## src/hw/rtl/wbps_pkg.sv

```systemverilog
`timescale 1ns / 1ps
// Shared types and codes for the weighted backend pool selector.
// No dependencies.
package wbps_pkg;

  localparam int SLOT_COUNT_DEF = 64;
  localparam int RR_W = 64;

  localparam logic [3:0] CMD_ADD     = 4'd0;
  localparam logic [3:0] CMD_REMOVE  = 4'd1;
  localparam logic [3:0] CMD_DRAIN   = 4'd2;
  localparam logic [3:0] CMD_UNDRAIN = 4'd3;
  localparam logic [3:0] CMD_DEAD    = 4'd4;
  localparam logic [3:0] CMD_RESOLVE = 4'd5;
  localparam logic [3:0] CMD_SELECT  = 4'd6;
  localparam logic [3:0] CMD_RELEASE = 4'd7;
  localparam logic [3:0] CMD_QUERY   = 4'd8;

  localparam logic [2:0] ST_OK        = 3'd0;
  localparam logic [2:0] ST_NOT_READY = 3'd1;
  localparam logic [2:0] ST_NOT_FOUND = 3'd2;
  localparam logic [2:0] ST_FULL      = 3'd3;
  localparam logic [2:0] ST_BUSY      = 3'd4;
  localparam logic [2:0] ST_NO_ACTIVE = 3'd5;

  localparam logic [1:0] MODE_RESOLVING = 2'd0;
  localparam logic [1:0] MODE_ACTIVE    = 2'd1;
  localparam logic [1:0] MODE_DRAINING  = 2'd2;
  localparam logic [1:0] MODE_DEAD      = 2'd3;

  typedef struct packed {
    logic        used;
    logic [31:0] ident;
    logic [7:0]  weight;
    logic [1:0]  mode;
    logic        has_address;
    logic [15:0] busy;
  } entry_t;

endpackage

```

## src/hw/rtl/weighted_backend_pool_selector.sv

```systemverilog
`timescale 1ns / 1ps
// Weighted backend pool selector: slot table in one memory, scanned by a sequencer.
// Depends on wbps_pkg.
//
// Commands arrive on the in channel (in_valid/in_ready) and each produces one
// result beat on the out channel (out_valid/out_ready). One command is worked
// on at a time; in_ready is high only while the block is idle.
// Every table command on an enabled pool scans all slots through the single
// memory read port. Select scans twice (once when no slot is active) and in
// between runs a 64-step restoring remainder of the round-robin counter by the
// weight sum. With the pool disabled or an unknown command no slot is scanned
// and the command goes straight to its result.
// After reset the block sweeps the table to zero, one slot a cycle, before
// in_ready rises; configuration writes are taken throughout. The enable register
// is written through cfg_wr_en/cfg_wr_data.
// A result waits in the output register while out_ready is low; a finished
// command holds its table write back until that register is free.
module weighted_backend_pool_selector
  import wbps_pkg::*;
#(
  parameter int SLOT_COUNT = SLOT_COUNT_DEF
) (
  input  logic        clk,
  input  logic        rst,
  input  logic        cfg_wr_en,
  input  logic        cfg_wr_data,
  input  logic        in_valid,
  output logic        in_ready,
  input  logic [3:0]  cmd,
  input  logic [31:0] backend_id,
  input  logic [7:0]  weight,
  input  logic        resolve_ok,
  output logic        out_valid,
  input  logic        out_ready,
  output logic [2:0]  status,
  output logic [31:0] result_id,
  output logic [5:0]  result_slot,
  output logic [15:0] in_flight_count
);

  localparam int AW  = (SLOT_COUNT > 1) ? $clog2(SLOT_COUNT) : 1;
  localparam int CW  = $clog2(SLOT_COUNT + 1);
  localparam int TW  = $clog2(SLOT_COUNT * 255 + 1);
  localparam int SLW = (AW > 6) ? AW : 6;
  localparam int DCW = $clog2(RR_W);

  typedef enum logic [2:0] {
    S_CLEAR, S_IDLE, S_SCAN1, S_DIV, S_SCAN2, S_WRITE
  } state_t;

  state_t            state;
  logic              pool_ready;
  logic [3:0]        cmd_r;
  logic [31:0]       id_r;
  logic [7:0]        weight_r;
  logic              ok_r;
  logic              pool_ok;
  logic [CW-1:0]     cnt;
  logic [AW-1:0]     clr_idx;
  logic              found;
  logic [AW-1:0]     fslot;
  entry_t            fent;
  logic [TW-1:0]     total;
  logic [TW-1:0]     rem;
  logic [RR_W-1:0]   div_sh;
  logic [DCW-1:0]    div_cnt;
  logic [31:0]       next_ident;
  logic [RR_W-1:0]   rr_counter;

  entry_t            mem [SLOT_COUNT];
  entry_t            rdata;
  logic [AW-1:0]     raddr;
  logic              mem_we;
  logic [AW-1:0]     waddr;
  entry_t            wdata;

  logic [CW-1:0]     cnt_m1;
  logic [AW-1:0]     pidx;
  logic              eval;
  logic [7:0]        sw;
  logic              e_active;
  logic [TW:0]       trial;
  logic [TW-1:0]     rem_next;
  logic              out_free;
  logic [2:0]        st_next;
  logic [31:0]       rid_next;
  logic [15:0]       cnt_out_next;
  logic [SLW-1:0]    slot_wide;
  entry_t            upd;

  assign in_ready = (state == S_IDLE);
  assign out_free = !out_valid || out_ready;
  assign cnt_m1   = cnt - 1'b1;
  assign pidx     = cnt_m1[AW-1:0];
  assign eval     = (cnt != '0);
  assign raddr    = cnt[AW-1:0];
  assign sw       = (rdata.weight == 8'd0) ? 8'd1 : rdata.weight;
  assign e_active = rdata.used && (rdata.mode == MODE_ACTIVE);
  assign trial    = {rem, div_sh[RR_W-1]};
  assign rem_next = (trial >= {1'b0, total}) ? TW'(trial - {1'b0, total}) : trial[TW-1:0];
  assign slot_wide = SLW'(fslot);

  always_ff @(posedge clk) begin
    if (mem_we) begin
      mem[waddr] <= wdata;
    end
    rdata <= mem[raddr];
  end

  always_comb begin
    upd = fent;
    st_next = ST_OK;
    rid_next = 32'd0;
    cnt_out_next = 16'd0;
    mem_we = 1'b0;
    waddr = fslot;
    wdata = fent;
    if (state == S_CLEAR) begin
      mem_we = 1'b1;
      waddr = clr_idx;
      wdata = '0;
    end else if (!pool_ok) begin
      st_next = ST_NOT_READY;
    end else if (cmd_r == CMD_ADD) begin
      if (!found) begin
        st_next = ST_FULL;
      end else begin
        rid_next = next_ident;
        upd = '0;
        upd.used = 1'b1;
        upd.ident = next_ident;
        upd.weight = (weight_r == 8'd0) ? 8'd1 : weight_r;
        mem_we = 1'b1;
      end
    end else if (cmd_r == CMD_SELECT) begin
      if (!found) begin
        st_next = ST_NO_ACTIVE;
      end else begin
        rid_next = fent.ident;
        if (fent.busy != 16'hFFFF) begin
          upd.busy = fent.busy + 16'd1;
        end
        mem_we = 1'b1;
      end
    end else if (cmd_r <= CMD_QUERY) begin
      if (!found) begin
        st_next = ST_NOT_FOUND;
      end else begin
        mem_we = 1'b1;
        unique case (cmd_r)
          CMD_REMOVE: begin
            if (fent.busy != 16'd0) begin
              st_next = ST_BUSY;
              mem_we = 1'b0;
            end else begin
              upd = '0;
            end
          end
          CMD_DRAIN:   upd.mode = MODE_DRAINING;
          CMD_UNDRAIN: upd.mode = fent.has_address ? MODE_ACTIVE : MODE_RESOLVING;
          CMD_DEAD:    upd.mode = MODE_DEAD;
          CMD_RESOLVE: begin
            if (ok_r) begin
              upd.has_address = 1'b1;
              if (fent.mode == MODE_RESOLVING) begin
                upd.mode = MODE_ACTIVE;
              end
            end else if (fent.mode == MODE_RESOLVING) begin
              upd.mode = MODE_DEAD;
            end
          end
          CMD_RELEASE: begin
            if (fent.busy != 16'd0) begin
              upd.busy = fent.busy - 16'd1;
            end
          end
          default: begin
            cnt_out_next = fent.busy;
            mem_we = 1'b0;
          end
        endcase
      end
    end
    if (state != S_CLEAR) begin
      wdata = upd;
      mem_we = mem_we && (state == S_WRITE) && out_free;
    end
  end

  always_ff @(posedge clk) begin
    if (rst) begin
      state <= S_CLEAR;
      pool_ready <= 1'b0;
      clr_idx <= '0;
      next_ident <= 32'd1;
      rr_counter <= '0;
      out_valid <= 1'b0;
      cnt <= '0;
    end else begin
      if (cfg_wr_en) begin
        pool_ready <= cfg_wr_data;
      end
      if (out_valid && out_ready) begin
        out_valid <= 1'b0;
      end
      unique case (state)
        S_CLEAR: begin
          clr_idx <= clr_idx + 1'b1;
          if (clr_idx == AW'(SLOT_COUNT - 1)) begin
            state <= S_IDLE;
          end
        end
        S_IDLE: begin
          if (in_valid) begin
            cmd_r <= cmd;
            id_r <= backend_id;
            weight_r <= weight;
            ok_r <= resolve_ok;
            pool_ok <= pool_ready;
            found <= 1'b0;
            fslot <= '0;
            total <= '0;
            cnt <= '0;
            if (!pool_ready || cmd > CMD_QUERY) begin
              state <= S_WRITE;
            end else begin
              state <= S_SCAN1;
            end
          end
        end
        S_SCAN1: begin
          cnt <= cnt + 1'b1;
          if (eval) begin
            if (cmd_r == CMD_SELECT) begin
              if (e_active) begin
                total <= total + TW'(sw);
              end
            end else if (cmd_r == CMD_ADD) begin
              if (!rdata.used && !found) begin
                found <= 1'b1;
                fslot <= pidx;
              end
            end else if (rdata.used && rdata.ident == id_r && !found) begin
              found <= 1'b1;
              fslot <= pidx;
              fent <= rdata;
            end
          end
          if (cnt == CW'(SLOT_COUNT)) begin
            cnt <= '0;
            div_sh <= rr_counter;
            div_cnt <= '0;
            rem <= '0;
            if (cmd_r == CMD_SELECT) begin
              state <= S_DIV;
            end else begin
              state <= S_WRITE;
            end
          end
        end
        S_DIV: begin
          if (total == '0) begin
            state <= S_WRITE;
          end else begin
            rem <= rem_next;
            div_sh <= {div_sh[RR_W-2:0], 1'b0};
            div_cnt <= div_cnt + 1'b1;
            if (div_cnt == DCW'(RR_W - 1)) begin
              rr_counter <= rr_counter + 1'b1;
              state <= S_SCAN2;
            end
          end
        end
        S_SCAN2: begin
          cnt <= cnt + 1'b1;
          if (eval && e_active && !found) begin
            if (rem < TW'(sw)) begin
              found <= 1'b1;
              fslot <= pidx;
              fent <= rdata;
            end else begin
              rem <= rem - TW'(sw);
            end
          end
          if (cnt == CW'(SLOT_COUNT)) begin
            state <= S_WRITE;
          end
        end
        S_WRITE: begin
          if (out_free) begin
            out_valid <= 1'b1;
            status <= st_next;
            result_id <= rid_next;
            result_slot <= (st_next == ST_OK && rid_next != 32'd0) || (st_next == ST_OK &&
                           found && (cmd_r == CMD_ADD || cmd_r == CMD_SELECT)) ?
                           slot_wide[5:0] : 6'd0;
            in_flight_count <= cnt_out_next;
            if (pool_ok && cmd_r == CMD_ADD && found) begin
              next_ident <= next_ident + 32'd1;
            end
            state <= S_IDLE;
          end
        end
        default: state <= S_IDLE;
      endcase
    end
  end

  a_clear_blocks_input: assert property (@(posedge clk) disable iff (rst)
    (state == S_CLEAR) |-> !in_ready)
    else $error("input accepted during table clear");

  a_remainder_bound: assert property (@(posedge clk) disable iff (rst)
    (state == S_SCAN2 && cnt == '0) |-> (rem < total))
    else $error("remainder not below weight sum");

  a_select_finds: assert property (@(posedge clk) disable iff (rst)
    (state == S_WRITE && pool_ok && cmd_r == CMD_SELECT && total != '0) |-> found)
    else $error("select walked past all weight bands");

  a_status_range: assert property (@(posedge clk) disable iff (rst)
    out_valid |-> (status <= ST_NO_ACTIVE))
    else $error("status code out of range");

  a_ident_step: assert property (@(posedge clk) disable iff (rst)
    (state == S_WRITE && out_free && pool_ok && cmd_r == CMD_ADD && found)
      |=> (next_ident == $past(next_ident) + 32'd1))
    else $error("id counter did not advance on add");

endmodule
```

## config.mk

```make
export PLATFORM = sky130hd
export DESIGN_NAME = weighted_backend_pool_selector
export DESIGN_NICKNAME = d
export VERILOG_FILES = /design/src/hw/rtl/wbps_pkg.sv /design/src/hw/rtl/weighted_backend_pool_selector.sv
export SDC_FILE = /design/constraint.sdc
export NUM_CORES = 2
export LEC_CHECK = 0
export BUFFER_PORTS_ARGS = -buffer_cell sky130_fd_sc_hd__clkbuf_2
export CORE_MARGIN = 2
export CORE_UTILIZATION = 65
export CTS_BUF_LIST = sky130_fd_sc_hd__clkbuf_2
export CTS_CLUSTER_DIAMETER = 80
export DETAILED_ROUTE_END_ITERATION = 12
export MAX_ROUTING_LAYER = met4
export PLACE_DENSITY = 0.81
export SLEW_MARGIN = 20
export SYNTH_ARGS = -nofsm -noshare
export SYNTH_HDL_FRONTEND = slang
export SYNTH_SLANG_ARGS = --single-unit
```

## constraint.sdc

```tcl
create_clock -name clk -period 8.82 [get_ports clk]
set_input_delay 0.882 -clock clk [delete_from_list [all_inputs] [get_ports clk]]
set_output_delay 0.882 -clock clk [all_outputs]
set_load 0.01 [all_outputs]
```

==> flow_metrics.py <==
metrics = {
    "drt": {
        "drt_pre_antenna_iters": 8,
        "ant_nets": 0,
        "drt_iter0_drc": 14300,
        "vias": 89300,
        "avgViaCountPerCell": 6.89,
        "wl_per_cell_um": 34.6,
        "finalWirelength_mm": 448,
        "drc": 0,
    },
    "logic_synthesis": {
        "synthFlopType": "edfxtp_1",
        "synth-async-reset-ratio": 0,
        "synth-compound-area-share": 0.0181,
        "synth_edf_count": 4108,
        "synth_area_um2": 166000,
        "synth_top_cell_area_share": 0.744,
        "netlist_top_cells_area": "edfxtp_1 (74%), mux4_2 (16%), dfxtp_1 (2.1%), nand2_1 (1.1%), clkbuf_1 (0.71%)",
        "synthTopCellsByCount": "edfxtp_1 (4108), mux4_2 (1196), nand2_1 (485), clkbuf_1 (314), nor2_1 (278)",
        "synth_top_family_by_area": "multiplexers",
        "synth_xor_area_frac": 0.00824,
        "synth_cell_types": 77,
        "ys.warnings.count": 0,
        "synth-seq-area-share": 0.765,
        "synth_cells": 7766,
        "synth_fp_nets": 7860,
        "synth_seq_cells": 4282,
        "synthSimpleGateAreaFrac": 0.0314,
        "synth_most_common_cell": "edfxtp_1",
        "synth.area.mux_share": 0.164,
        "yosysTopAreaCell": "edfxtp_1",
        "synth_fa_ha_area_frac": 0.00338,
        "postSynthAreaPerCell_um2": 21.4,
    },
    "placed_design": {
        "portBuffers": 109,
        "hpwl_mm": 248,
        "dp_cells": 11100,
        "gp_congestion": 0.909,
    },
    "pwr": {
        "powerDensity_nw_per_um2": 280,
        "vdd_drop_max_mv": 0.493,
        "leakage_uw": 0.0592,
    },
    "worst_setup_path": {
        "crit_chain": "nor4_1 -> and4_1 -> o31a_1 -> o21ai_0 -> o21ai_0 -> nand2_1 -> nor2_4 -> buf_4",
        "crit_fanout": 34,
        "worstRegToRegCells": 8,
        "worst-path-buf-inv": 1,
        "max_stage_delay_ps": 940,
        "cp.required_ps": 10400,
        "reg2reg_to": "mem[57][48]$_DFFE_PP_",
        "slowest_stage": "nor2_4",
        "reg2reg_setup_slack_ps": 2910,
        "crit_top_cell": "o21ai_0",
        "path_class": "register to register",
        "cp-start-kind": "register",
        "critical_path_arrival_ps": 7480,
        "end_kind": "register",
        "r2r_start": "fent[11]$_DFFE_PP_",
        "crit_family": "simple AND/OR/NAND/NOR gates",
    },
    "clock_network": {
        "cts-root-buf": "clkbuf_2",
        "cts_tree": "yes",
        "path_clk_slew_ps": 160,
        "cts_buffers": 958,
        "cts.path.max_buffers": 4,
        "htreeDepth": 6,
        "cts_sinks": 4282,
        "clock_latency_ps": 2140,
        "postCtsSetupRepairBufs": 0,
    },
    "cells_and_area": {
        "fillCellCount": 14000,
        "final_cells": 13000,
        "area_growth_pct": 10.1,
        "drive_above_1_share": 0.337,
        "fin_nets": 8881,
    },
    "hold_path": {
        "holdPathStages": 3,
        "holdPathEnd": "id_r[14]$_DFFE_PP_",
        "hold_class": "primary input to register",
        "worstHoldStart": "backend_id[14]",
    },
    "die": {
        "placementRows": 185,
        "io_pins": 110,
        "fp.dieArea_um2": 259000,
        "initial_core_util": 0.653,
        "die_h_um": 509,
        "die_w_um": 509,
        "core-area_um2": 254000,
    },
    "sta": {
        "fin_crit_ps": 5910,
        "setup_viol": 0,
        "slew_viol_final": 0,
        "min_period_over_period": 0.670,
        "fmax_ghz": 0.169,
        "clock_skew_ps": 280,
        "tightest_slew_ps": 1180,
        "setup-tns-final_ps": 0,
        "rsz0062_at_grt": "false",
        "hold_violations": 0,
        "slew_headroom": 0.212,
    },
    "global_route": {
        "overflow": 0,
        "grtUsageTotal": 0.362,
        "grt_pass1_vias": 90900,
        "grt_antenna_before_repair": 14,
        "grt_pass1_wl_mm": 639,
        "grt_max_degree": 132,
    },
    "job": {
        "drv_cap": 0,
    },
    "run_status": {
        "status": "finished clean",
    },
}
## per-layer routing
metal	track usage	wire length, um	vias to the layer above
met5	-	0	-
met4	0.192	26400	0
met3	0.0882	59400	1372
met2	0.551	218000	7711
met1	0.458	144000	45100
li1	-	-	35100
## per-stage QoR
step | area [um2] | hold slack, ps | utilization | total power [uW] | worst slack, ps
floorplan | 166000 | 386 | - | 34200 | 1240
global placement | 172000 | 392 | 0.679 | 38000 | 3110
detailed placement | 172000 | 392 | 0.679 | 38600 | 3030
CTS | 182000 | 0.0631 | 0.719 | 50900 | 3030
global route | 183000 | 107 | 0.719 | 52800 | 2900
finish | 183000 | 131 | 0.719 | 51200 | 2910
## sequential cells by signal, indices dropped and copies added (netlist names), 8 cells and up
register         cells
mem               3840
div_sh              64
rr_counter          64
fent                60
rdata               60
id_r                32
next_ident          32
result_id           32
in_flight_count     16
rem                 14
total               14
weight_r             8
## layout by cell type, fill, tap and decap left out, types with 18 or more instances in the layout
| cell | count |
|---|---|
| nand2_1 | 484 |
| or3_1 | 26 |
| a21oi_4 | 36 |
| xnor2_1 | 60 |
| mux2i_1 | 20 |
| xor2_1 | 96 |
| a21oi_1 | 83 |
| and2_1 | 31 |
| nor2_4 | 76 |
| dlygate4sd3_1 | 110 |
| nor3_1 | 39 |
| edfxtp_1 | 4108 |
| dfxtp_1 | 171 |
| nand3_1 | 91 |
| buf_12 | 18 |
| nand4_1 | 40 |
| inv_1 | 55 |
| ha_1 | 40 |
| diode_2 | 18 |
| clkinv_2 | 32 |
| nor4_1 | 26 |
| mux4_2 | 1196 |
| nor2_1 | 201 |
| clkbuf_2 | 1535 |
| clkinv_1 | 230 |
| o21ai_0 | 72 |
| a22oi_1 | 128 |
| and3_1 | 31 |
| buf_4 | 227 |
## where the power goes
part	total, uW	leakage, uW	internal [uW]	switching [uW]
clock network	12600	0.00676	4770	7840
registers	26600	0.0394	26000	618
logic	12000	0.0131	4280	7690
total	51200	0.0592	35000	16100
## tightest hold or removal path, cell delays in order
cell and delay [ps]:
dlygate4sd3_1 520, clkbuf_2 110, dlygate4sd3_1 540
## layout make-up
type	instances	area, um2	area share
well taps	3366	4210	0.0231
clock inverters	318	1820	0.00995
inverters	56	218	0.00119
repair buffers	471	3860	0.0211
flip-flops and latches	4282	127000	0.695
multi-input cells	3018	38500	0.211
clock buffers	1427	7140	0.0391
diodes	18	45.0	0.000247
## worst max-delay path by stage
stage | startpoint | to | slack [ps] | cells past startpoint
floorplan | rdata[21]$_DFF_P_ | fent[0]$_DFFE_PP_ | 1240 | 12
global placement | cmd_r[2]$_DFFE_PP_ | mem[29][13]$_DFFE_PP_ | 3110 | 8
detailed placement | cmd_r[1]$_DFFE_PP_ | mem[24][28]$_DFFE_PP_ | 3030 | 8
CTS | fent[11]$_DFFE_PP_ | mem[57][35]$_DFFE_PP_ | 3030 | 8
global route | cmd_r[0]$_DFFE_PP_ | mem[27][23]$_DFFE_PP_ | 2900 | 8
finish | fent[11]$_DFFE_PP_ | mem[57][48]$_DFFE_PP_ | 2910 | 8
## cells by family after synthesis
family,after synthesis
mux,1217
flops,4282
xor+xnor,156
simple gates,1143
compound gates,459
buf+inv,466
fa+ha+maj,43
## what timing repair did
action                    4_1_cts  5_1_grt
hold endpoints to repair      229        0
gates resized for setup         0        0
hold buffers                  111        0
Note: power is estimated with default switching activity, not from simulation.
